[config.mk]
export PLATFORM = sky130hd
export DESIGN_NAME = ascii_integer_stream_parser_flat
export DESIGN_NICKNAME = d
export VERILOG_FILES = /design/src/hw/rtl/aisp_pkg.sv /design/src/hw/rtl/aisp_if.sv /design/src/hw/rtl/ascii_integer_stream_parser.sv /design/src/flat_wrapper.sv
export VERILOG_INCLUDE_DIRS = /design/src /design/src/hw/rtl
export SDC_FILE = /design/constraint.sdc
export NUM_CORES = 1
export LEC_CHECK = 0
export BUFFER_PORTS_ARGS = -buffer_cell sky130_fd_sc_hd__buf_2
export CAP_MARGIN = 10
export CORE_ASPECT_RATIO = 0.9
export CORE_MARGIN = 4
export CORE_UTILIZATION = 55
export DETAILED_ROUTE_END_ITERATION = 12
export HOLD_SLACK_MARGIN = 0.03
export PLACE_DENSITY = 0.85
export SYNTH_ARGS = -nofsm -noshare
export SYNTH_HDL_FRONTEND = slang
export SYNTH_SLANG_ARGS = --single-unit
[constraint.sdc]
create_clock -name clk -period 6.35 [get_ports clk]
set_clock_uncertainty 0.2 [all_clocks]
set_input_delay 0.3175 -clock clk [delete_from_list [all_inputs] [get_ports clk]]
set_output_delay 0.3175 -clock clk [all_outputs]
set_load 0.03 [all_outputs]
[src/hw/rtl/ascii_integer_stream_parser_macros.svh]
// ----------------------------------------------------------------------------
// ascii_integer_stream_parser assertion macros
// Property wrappers that vanish when SYNTHESIS is defined.
// ----------------------------------------------------------------------------
`ifndef ASCII_INTEGER_STREAM_PARSER_MACROS_SVH
`define ASCII_INTEGER_STREAM_PARSER_MACROS_SVH

`ifndef SYNTHESIS
// Same-cycle implication, checked out of reset
`define AISP_ASSERT_IMP(label, clk, rst_n, ante, cons) \
  label: assert property (@(posedge clk) disable iff (!rst_n) (ante) |-> (cons)) \
    else $error("assertion failed");
// Next-cycle implication, checked out of reset
`define AISP_ASSERT_NXT(label, clk, rst_n, ante, cons) \
  label: assert property (@(posedge clk) disable iff (!rst_n) (ante) |=> (cons)) \
    else $error("assertion failed");
`else
`define AISP_ASSERT_IMP(label, clk, rst_n, ante, cons)
`define AISP_ASSERT_NXT(label, clk, rst_n, ante, cons)
`endif

`endif

[src/hw/rtl/aisp_pkg.sv]
// ----------------------------------------------------------------------------
// aisp_pkg
// Shared types, codes and widths of the integer stream parser.
// ----------------------------------------------------------------------------
package aisp_pkg;

  localparam int COUNT_WIDTH_DEF = 16;
  localparam int VALUE_W         = 32;
  localparam int INDEX_W         = 16;
  localparam int CFG_DATA_W      = 16;

  // Input actions
  typedef enum logic [1:0] {
    ACT_DATA  = 2'd0,
    ACT_END   = 2'd1,
    ACT_START = 2'd2
  } action_t;

  // Result status codes
  typedef enum logic [1:0] {
    ST_VALUE = 2'd0,
    ST_EMPTY = 2'd1,
    ST_ERROR = 2'd2
  } status_t;

  // Configuration register indexes
  typedef enum logic [1:0] {
    REG_BINARY_MODE = 2'd0,
    REG_SHORT_MODE  = 2'd1,
    REG_MAX_COUNT   = 2'd2
  } reg_index_t;

  // Parser phases, one-hot
  typedef enum logic [5:0] {
    PH_FINISHED = 6'b000001,
    PH_SKIP     = 6'b000010,
    PH_COMMENT  = 6'b000100,
    PH_MINUS    = 6'b001000,
    PH_DIGITS   = 6'b010000,
    PH_BINARY   = 6'b100000
  } phase_t;

  localparam logic [7:0] CH_SPACE = 8'h20;
  localparam logic [7:0] CH_TAB   = 8'h09;
  localparam logic [7:0] CH_LF    = 8'h0A;
  localparam logic [7:0] CH_HASH  = 8'h23;
  localparam logic [7:0] CH_MINUS = 8'h2D;
  localparam logic [7:0] CH_ZERO  = 8'h30;
  localparam logic [7:0] CH_NINE  = 8'h39;

  // Truncate to 16 bits with sign extension in short mode
  function automatic logic [VALUE_W-1:0] shape_value(input logic [VALUE_W-1:0] v,
                                                     input logic short_mode);
    shape_value = short_mode ? {{16{v[15]}}, v[15:0]} : v;
  endfunction

endpackage

[src/hw/rtl/aisp_if.sv]
// ----------------------------------------------------------------------------
// aisp_if
// Valid/ready channels for input bytes and parsed results.
// ----------------------------------------------------------------------------
interface aisp_in_if;
  import aisp_pkg::*;

  logic       valid;
  logic       ready;
  action_t    action;
  logic [7:0] byte_in;

  modport source (output valid, output action, output byte_in, input ready);
  modport sink   (input valid, input action, input byte_in, output ready);
endinterface

interface aisp_out_if;
  import aisp_pkg::*;

  logic                       valid;
  logic                       ready;
  logic signed [VALUE_W-1:0]  value;
  status_t                    status;
  logic                       last;
  logic        [INDEX_W-1:0]  value_index;

  modport source (output valid, output value, output status, output last,
                  output value_index, input ready);
  modport sink   (input valid, input value, input status, input last,
                  input value_index, output ready);
endinterface

[src/hw/rtl/ascii_integer_stream_parser.sv]
// ----------------------------------------------------------------------------
// ascii_integer_stream_parser: a result is registered the cycle after its input.
// Throughput one byte per cycle unless a held result stalls input; single parse step.
// Synchronous active-low reset: phase finished; counters, config, output valid cleared.
// ----------------------------------------------------------------------------
`include "ascii_integer_stream_parser_macros.svh"

module ascii_integer_stream_parser #(
  parameter int COUNT_WIDTH = aisp_pkg::COUNT_WIDTH_DEF
) (
  input  logic                             clk,
  input  logic                             rst_n,
  input  logic                             cfg_we,
  input  aisp_pkg::reg_index_t             cfg_index,
  input  logic [aisp_pkg::CFG_DATA_W-1:0]  cfg_data,
  aisp_in_if.sink                          in_ch,
  aisp_out_if.source                       out_ch
);
  import aisp_pkg::*;

  // Configuration
  logic                   binary_mode_r;
  logic                   short_mode_r;
  logic [CFG_DATA_W-1:0]  max_count_r;

  // Parser state
  phase_t                 phase_r, phase_nxt;
  logic [VALUE_W-1:0]     acc_r, acc_nxt;
  logic                   neg_r, neg_nxt;
  logic [COUNT_WIDTH-1:0] vd_r, vd_nxt;
  logic [1:0]             bpos_r, bpos_nxt;

  // Output register
  logic                   out_valid_r;
  logic [VALUE_W-1:0]     out_value_r;
  status_t                out_status_r;
  logic                   out_last_r;
  logic [INDEX_W-1:0]     out_index_r;

  // Step results
  logic                   accept;
  logic                   res_valid;
  logic [VALUE_W-1:0]     res_value;
  status_t                res_status;
  logic                   res_last;
  logic                   do_deliver;
  logic                   force_last;
  logic [VALUE_W-1:0]     deliver_raw;
  logic                   do_finish;
  status_t                finish_status;

  logic [7:0]             c;
  logic                   is_digit;
  logic [3:0]             digit;
  logic [VALUE_W-1:0]     signed_acc;
  logic [VALUE_W-1:0]     acc_times10;
  logic [VALUE_W-1:0]     acc_shift;
  logic [1:0]             bpos_inc;
  logic [COUNT_WIDTH-1:0] vd_inc;
  logic [31:0]            mc_ext;
  logic [COUNT_WIDTH-1:0] mc_cmp;
  logic                   hit_count;
  logic [31:0]            vd_ext;

  assign in_ch.ready = !out_valid_r || out_ch.ready;
  assign accept      = in_ch.valid && in_ch.ready;

  // Datapath helpers
  assign c           = in_ch.byte_in;
  assign is_digit    = (c >= CH_ZERO) && (c <= CH_NINE);
  assign digit       = 4'(c - CH_ZERO);
  assign signed_acc  = neg_r ? (VALUE_W'(0) - acc_r) : acc_r;
  assign acc_times10 = (acc_r << 3) + (acc_r << 1) + VALUE_W'(digit);
  assign acc_shift   = {acc_r[VALUE_W-9:0], c};
  assign bpos_inc    = bpos_r + 2'd1;
  assign vd_inc      = vd_r + COUNT_WIDTH'(1);
  assign mc_ext      = 32'(max_count_r);
  assign mc_cmp      = mc_ext[COUNT_WIDTH-1:0];
  assign hit_count   = (vd_inc == mc_cmp);

  // Parse one transaction
  always_comb begin
    phase_nxt     = phase_r;
    acc_nxt       = acc_r;
    neg_nxt       = neg_r;
    vd_nxt        = vd_r;
    bpos_nxt      = bpos_r;
    do_deliver    = 1'b0;
    force_last    = 1'b0;
    deliver_raw   = signed_acc;
    do_finish     = 1'b0;
    finish_status = ST_EMPTY;

    if (accept) begin
      if (in_ch.action == ACT_START) begin
        acc_nxt  = '0;
        neg_nxt  = 1'b0;
        vd_nxt   = '0;
        bpos_nxt = '0;
        if (mc_cmp == '0) begin
          do_finish = 1'b1;
        end else begin
          phase_nxt = binary_mode_r ? PH_BINARY : PH_SKIP;
        end
      end else if (in_ch.action == ACT_END && phase_r != PH_FINISHED) begin
        if (phase_r == PH_DIGITS) begin
          do_deliver = 1'b1;
          force_last = 1'b1;
        end else if (phase_r == PH_MINUS) begin
          do_finish     = 1'b1;
          finish_status = ST_ERROR;
        end else begin
          do_finish = 1'b1;
        end
      end else if (in_ch.action == ACT_DATA) begin
        unique case (phase_r)
          PH_FINISHED: begin
          end
          PH_BINARY: begin
            acc_nxt  = acc_shift;
            bpos_nxt = bpos_inc;
            if (bpos_inc == 2'd0 || (short_mode_r && bpos_inc >= 2'd2)) begin
              do_deliver  = 1'b1;
              deliver_raw = acc_shift;
            end
          end
          PH_COMMENT: begin
            if (c == CH_LF) phase_nxt = PH_SKIP;
          end
          PH_SKIP: begin
            if (c == CH_SPACE || c == CH_TAB || c == CH_LF) begin
            end else if (c == CH_HASH) begin
              phase_nxt = PH_COMMENT;
            end else if (c == CH_MINUS) begin
              neg_nxt   = 1'b1;
              phase_nxt = PH_MINUS;
            end else if (is_digit) begin
              acc_nxt   = VALUE_W'(digit);
              phase_nxt = PH_DIGITS;
            end else begin
              do_finish     = 1'b1;
              finish_status = ST_ERROR;
            end
          end
          PH_MINUS: begin
            if (is_digit) begin
              acc_nxt   = VALUE_W'(digit);
              phase_nxt = PH_DIGITS;
            end else begin
              do_finish     = 1'b1;
              finish_status = ST_ERROR;
            end
          end
          PH_DIGITS: begin
            if (is_digit) begin
              acc_nxt = acc_times10;
            end else begin
              do_deliver = 1'b1;
            end
          end
          default: begin
            phase_nxt = PH_FINISHED;
          end
        endcase
      end
    end

    // Deliver a value or close the read
    res_valid  = do_deliver || do_finish;
    res_value  = '0;
    res_status = finish_status;
    res_last   = 1'b1;
    if (do_deliver) begin
      vd_nxt     = vd_inc;
      acc_nxt    = '0;
      neg_nxt    = 1'b0;
      bpos_nxt   = '0;
      res_value  = shape_value(deliver_raw, short_mode_r);
      res_status = ST_VALUE;
      res_last   = force_last || hit_count;
      if (res_last) begin
        phase_nxt = PH_FINISHED;
      end else if (phase_r != PH_BINARY) begin
        phase_nxt = PH_SKIP;
      end
    end else if (do_finish) begin
      phase_nxt = PH_FINISHED;
    end
  end

  assign vd_ext = 32'(vd_nxt);

  // Configuration writes
  always_ff @(posedge clk) begin
    if (!rst_n) begin
      binary_mode_r <= 1'b0;
      short_mode_r  <= 1'b0;
      max_count_r   <= '0;
    end else if (cfg_we) begin
      unique case (cfg_index)
        REG_BINARY_MODE: binary_mode_r <= cfg_data[0];
        REG_SHORT_MODE:  short_mode_r  <= cfg_data[0];
        REG_MAX_COUNT:   max_count_r   <= cfg_data;
        default: begin
        end
      endcase
    end
  end

  // Advance parser state
  always_ff @(posedge clk) begin
    if (!rst_n) begin
      phase_r <= PH_FINISHED;
      acc_r   <= '0;
      neg_r   <= 1'b0;
      vd_r    <= '0;
      bpos_r  <= '0;
    end else begin
      phase_r <= phase_nxt;
      acc_r   <= acc_nxt;
      neg_r   <= neg_nxt;
      vd_r    <= vd_nxt;
      bpos_r  <= bpos_nxt;
    end
  end

  // Hold the result until the output transaction completes
  always_ff @(posedge clk) begin
    if (!rst_n) begin
      out_valid_r <= 1'b0;
    end else if (accept && res_valid) begin
      out_valid_r <= 1'b1;
    end else if (out_ch.ready) begin
      out_valid_r <= 1'b0;
    end
  end

  always_ff @(posedge clk) begin
    if (accept && res_valid) begin
      out_value_r  <= res_value;
      out_status_r <= res_status;
      out_last_r   <= res_last;
      out_index_r  <= vd_ext[INDEX_W-1:0];
    end
  end

  assign out_ch.valid       = out_valid_r;
  assign out_ch.value       = out_value_r;
  assign out_ch.status      = out_status_r;
  assign out_ch.last        = out_last_r;
  assign out_ch.value_index = out_index_r;

  // Checks
  `AISP_ASSERT_IMP(a_status_ends_read, clk, rst_n,
    out_valid_r && out_status_r != ST_VALUE, out_last_r)
  `AISP_ASSERT_NXT(a_last_finishes, clk, rst_n,
    accept && res_valid && res_last, phase_r == PH_FINISHED)
  `AISP_ASSERT_NXT(a_start_clears_count, clk, rst_n,
    accept && in_ch.action == ACT_START, vd_r == '0)
  `AISP_ASSERT_IMP(a_value_index_nonzero, clk, rst_n,
    out_valid_r && out_status_r == ST_VALUE, out_index_r != '0)

endmodule

[src/flat_wrapper.sv]
// flat-port wrapper written by rule: the top's interface ports become plain ports
module ascii_integer_stream_parser_flat import aisp_pkg::*;
#(
  parameter int COUNT_WIDTH = aisp_pkg::COUNT_WIDTH_DEF
)
  (clk, rst_n, cfg_we, cfg_index, cfg_data, in_ch_valid, in_ch_action, in_ch_byte_in, in_ch_ready, out_ch_valid, out_ch_value, out_ch_status, out_ch_last, out_ch_value_index, out_ch_ready);
  aisp_in_if in_ch_i ();
  aisp_out_if out_ch_i ();
  input  logic clk;
  input  logic rst_n;
  input  logic cfg_we;
  input  aisp_pkg::reg_index_t cfg_index;
  input  logic [aisp_pkg::CFG_DATA_W-1:0] cfg_data;
  input wire logic [$bits(in_ch_i.valid)-1:0] in_ch_valid;
  input wire logic [$bits(in_ch_i.action)-1:0] in_ch_action;
  input wire logic [$bits(in_ch_i.byte_in)-1:0] in_ch_byte_in;
  output wire logic [$bits(in_ch_i.ready)-1:0] in_ch_ready;
  output wire logic [$bits(out_ch_i.valid)-1:0] out_ch_valid;
  output wire logic [$bits(out_ch_i.value)-1:0] out_ch_value;
  output wire logic [$bits(out_ch_i.status)-1:0] out_ch_status;
  output wire logic [$bits(out_ch_i.last)-1:0] out_ch_last;
  output wire logic [$bits(out_ch_i.value_index)-1:0] out_ch_value_index;
  input wire logic [$bits(out_ch_i.ready)-1:0] out_ch_ready;
  assign in_ch_i.valid = in_ch_valid;
  assign in_ch_i.action = in_ch_action;
  assign in_ch_i.byte_in = in_ch_byte_in;
  assign in_ch_ready = in_ch_i.ready;
  assign out_ch_valid = out_ch_i.valid;
  assign out_ch_value = out_ch_i.value;
  assign out_ch_status = out_ch_i.status;
  assign out_ch_last = out_ch_i.last;
  assign out_ch_value_index = out_ch_i.value_index;
  assign out_ch_i.ready = out_ch_ready;
  ascii_integer_stream_parser #(.COUNT_WIDTH(COUNT_WIDTH)) u_core (.clk(clk), .rst_n(rst_n), .cfg_we(cfg_we), .cfg_index(cfg_index), .cfg_data(cfg_data), .in_ch(in_ch_i), .out_ch(out_ch_i));
endmodule
==> impl_metrics.ini <==
[critical_path]
reg2regPathDepth = 9
crit_required_ps = 6470
regToRegSetupSlack_ps = 2260
r2r-start = u_core.phase_r[1]
crit_type = flip-flop to flip-flop
slowest_delay_ps = 730
path_cells = nor4_1, nand2_1, o21ai_0, o21ai_2, buf_4, nor2_1, nand4_1, or3_1, o32ai_1
cp-end-kind = flip-flop
worstSetupStartpointType = flip-flop
r2r-end = u_core.acc_r[29]
cp_slowest_cell = nor4_1
critPathMaxFanout = 47
cp.arrival_ps = 4210

[min_path]
min_from = cfg_index[0]
whs_path_depth = 4
hold_path_end = u_core.binary_mode_r
hold_class = input pin to flip-flop

[grt]
grt_pass1_wl_um = 39100
overflow = 0
grtUsageTotal = 0.269
antenna_found_initial = 0
grt_pass1_vias = 7585
grt_max_degree = 55

[sta]
timing.slew.headroom = 0.230
timing.fmax_mhz = 245
finalSetupViolCount = 0
whs_ps = 78.0
fin_crit_ps = 4090
finalHoldViolCount = 0
tightest_slew_ps = 1150
drv_slew = 0
setup-tns-final_ps = 0
min_period_over_period = 0.644
rsz0062_at_grt = no

[drt]
ant_nets = 0
wl_um = 24300
vias = 8354
avgViaCountPerCell = 6.33
routedWlPerCell_um = 18.4
drc = 0
drt_iter0_drc = 1048
dr.pass1.iters = 5

[synth]
postSynthNetCount = 1129
synthFlopType = dfxtp_1
ys_seq_elements = 127
syn_area_sq_mm = 0.00872
synth.avg_cell_area_sq_um = 8.43
synthArstFlopShare = 0
synth_edf_count = 51
syn_inst = 1034
seq_area_frac_synth = 0.350
yosys_warnings = 0
ys_types = 73

[layout]
final_cell_mix = 106 x nand2_1, 92 x nor2_1, 91 x o21ai_0
regArea_sq_mm = 0.00305
design_area_sq_mm = 0.0100
multi_input_area_sq_mm = 0.00540
final_common_cell = nand2_1
area_growth_pct = 14.9
fillers = 1224
drive_above_1_share = 0.129
antenna_cells = 0
nNetsFinal = 1199

[clocking]
htreeDepth = 4
cts_tree = yes
cts_resized = 0
cts-buffers-inserted = 17
cts.root.buffer_cell = clkbuf_16
cts_buffer_depth = 2
post_cts_buffers = 0
path_clk_slew_ps = 60
clock_sinks = 127
clk_latency_ps = 420

[pwr]
switchingPower_w = 0.000501
vdd_drop_max_mv = 0.173
combPwrFrac = 0.093
p_leak_nw = 4.02
power_density_mw_per_mm2 = 203
pwr-share-seq = 0.436
p_int_w = 0.00153
swShare = 0.246
clock_power_share = 0.471

[placement]
routabilityCongestion = 0.960
place.port_buffers = 85
dpl.hpwl_um = 17100
place_area_sq_mm = 0.00926

[die]
die_area_sq_mm = 0.0179
ios = 86
die_x_um = 141
initial_core_util = 0.563
rows = 43
core_sq_mm = 0.0155
die_h_um = 127

[job]
maxCapViolCount = 0

[run_status]
status = finished clean
## stage by stage
step / setup slack [ps] / util / instances / total power (W)
6_report: 2260 / 0.647 / 1319 / 0.00204
5_1_grt: 1990 / 0.647 / 1319 / 0.00209
4_1_cts: 2420 / 0.647 / 1319 / 0.00203
3_5_place_dp: 2470 / 0.598 / 1270 / 0.00108
3_3_place_gp: 2550 / 0.598 / 1270 / 0.00108
2_1_floorplan: 802 / - / 1034 / 0.00102
## critical path, delay by kind of cell, from the launching register on
| kind | cells | cell delay, ps |
|---|---|---|
| compound gates | 3 | 460 |
| buf+inv | 1 | 270 |
| flops | 1 | 430 |
| simple gates | 5 | 2600 |
## how the worst max path moves through the flow
stage / start / to / slack, ps / depth (start not counted)
6_report: u_core.phase_r[1] / u_core.acc_r[29] / 2260 / 9
5_1_grt: u_core.phase_r[1] / u_core.acc_r[29] / 1990 / 9
4_1_cts: u_core.phase_r[1] / u_core.acc_r[29] / 2420 / 9
3_5_place_dp: u_core.acc_r[2] / u_core.acc_r[29] / 2470 / 11
3_3_place_gp: u_core.phase_r[1] / u_core.phase_r[5] / 2550 / 9
2_1_floorplan: u_core.phase_r[3] / u_core.phase_r[5] / 800 / 9
## cell type report
type,count,share of cell area
clock buffer,23,0.0509
multi-input combinational,828,0.538
inverter,20,0.00749
sequential,127,0.305
clock inverter,9,0.00787
timing repair buffer,110,0.0654
tap,202,0.0252
## routing by layer
metal	track usage	part of all wire
met5	0	0
met4	0.0895	0.025
met3	0.0472	0.085
met2	0.419	0.44
met1	0.379	0.45
## synthesized netlist by cell type, types with 6 or more instances
| library cell | count | area share |
|---|---|---|
| nand2_1 | 106 | 0.046 |
| nor2_1 | 92 | 0.040 |
| o21ai_0 | 92 | 0.053 |
| a21oi_1 | 77 | 0.044 |
| dfxtp_1 | 76 | 0.17 |
| ha_1 | 60 | 0.086 |
| clkbuf_1 | 55 | 0.024 |
| edfxtp_1 | 51 | 0.18 |
| xnor2_1 | 47 | 0.047 |
| xor2_1 | 36 | 0.036 |
| and2_1 | 26 | 0.019 |
| a22oi_1 | 23 | 0.020 |
| nand3_1 | 22 | 0.013 |
| inv_1 | 20 | 0.0086 |
| nor3_1 | 20 | 0.011 |
| a211oi_1 | 19 | 0.016 |
| o31ai_1 | 18 | 0.015 |
| nand2b_1 | 12 | 0.0086 |
| nor4_1 | 12 | 0.0086 |
| o22ai_1 | 12 | 0.0086 |
| nand4_1 | 11 | 0.0079 |
| nor2b_1 | 10 | 0.0072 |
| a21o_1 | 8 | 0.0069 |
| and3_1 | 8 | 0.0057 |
| or2_2 | 8 | 0.0057 |
| nor3b_1 | 7 | 0.0060 |
| o21a_1 | 7 | 0.0060 |
| o211ai_1 | 6 | 0.0052 |
## power by group through the flow
stage          Clock, W  Combinational [W]  Sequential [W]
6_report       0.000958           0.000189        0.000888
5_1_grt        0.000999           0.000204        0.000890
4_1_cts        0.000956           0.000185        0.000888
3_5_place_dp          0           0.000176        0.000905
3_3_place_gp          0           0.000174        0.000903
2_1_floorplan         0          0.0000955        0.000929
## state kept, by name (all words and copies together) (netlist names)
name	cells
u_core.max_count_r	16
u_core.short_mode_r	1
u_core.bpos_r	2
u_core.out_ch.value_index	16
u_core.acc_r	32
u_core.out_ch.last	1
u_core.out_ch.valid	1
u_core.phase_r	6
u_core.neg_r	1
u_core.vd_r	16
u_core.out_ch.value	32
u_core.out_ch.status	2
u_core.binary_mode_r	1
## cells by family after synthesis
family,share of synthesized area
xor gates and xnor gates,0.0834
adders and majority gates,0.0918
buffers and inverters,0.0344
AOI/OAI and AO/OA,0.229
DFF,0.350
muxes,0.00574
and+or+nand+nor,0.206
## timing repair
action	in CTS	in global routing
hold endpoints to repair	19	0
hold buffers	17	0
setup endpoints to repair	0	0
Power figures use the tool's default switching activity.
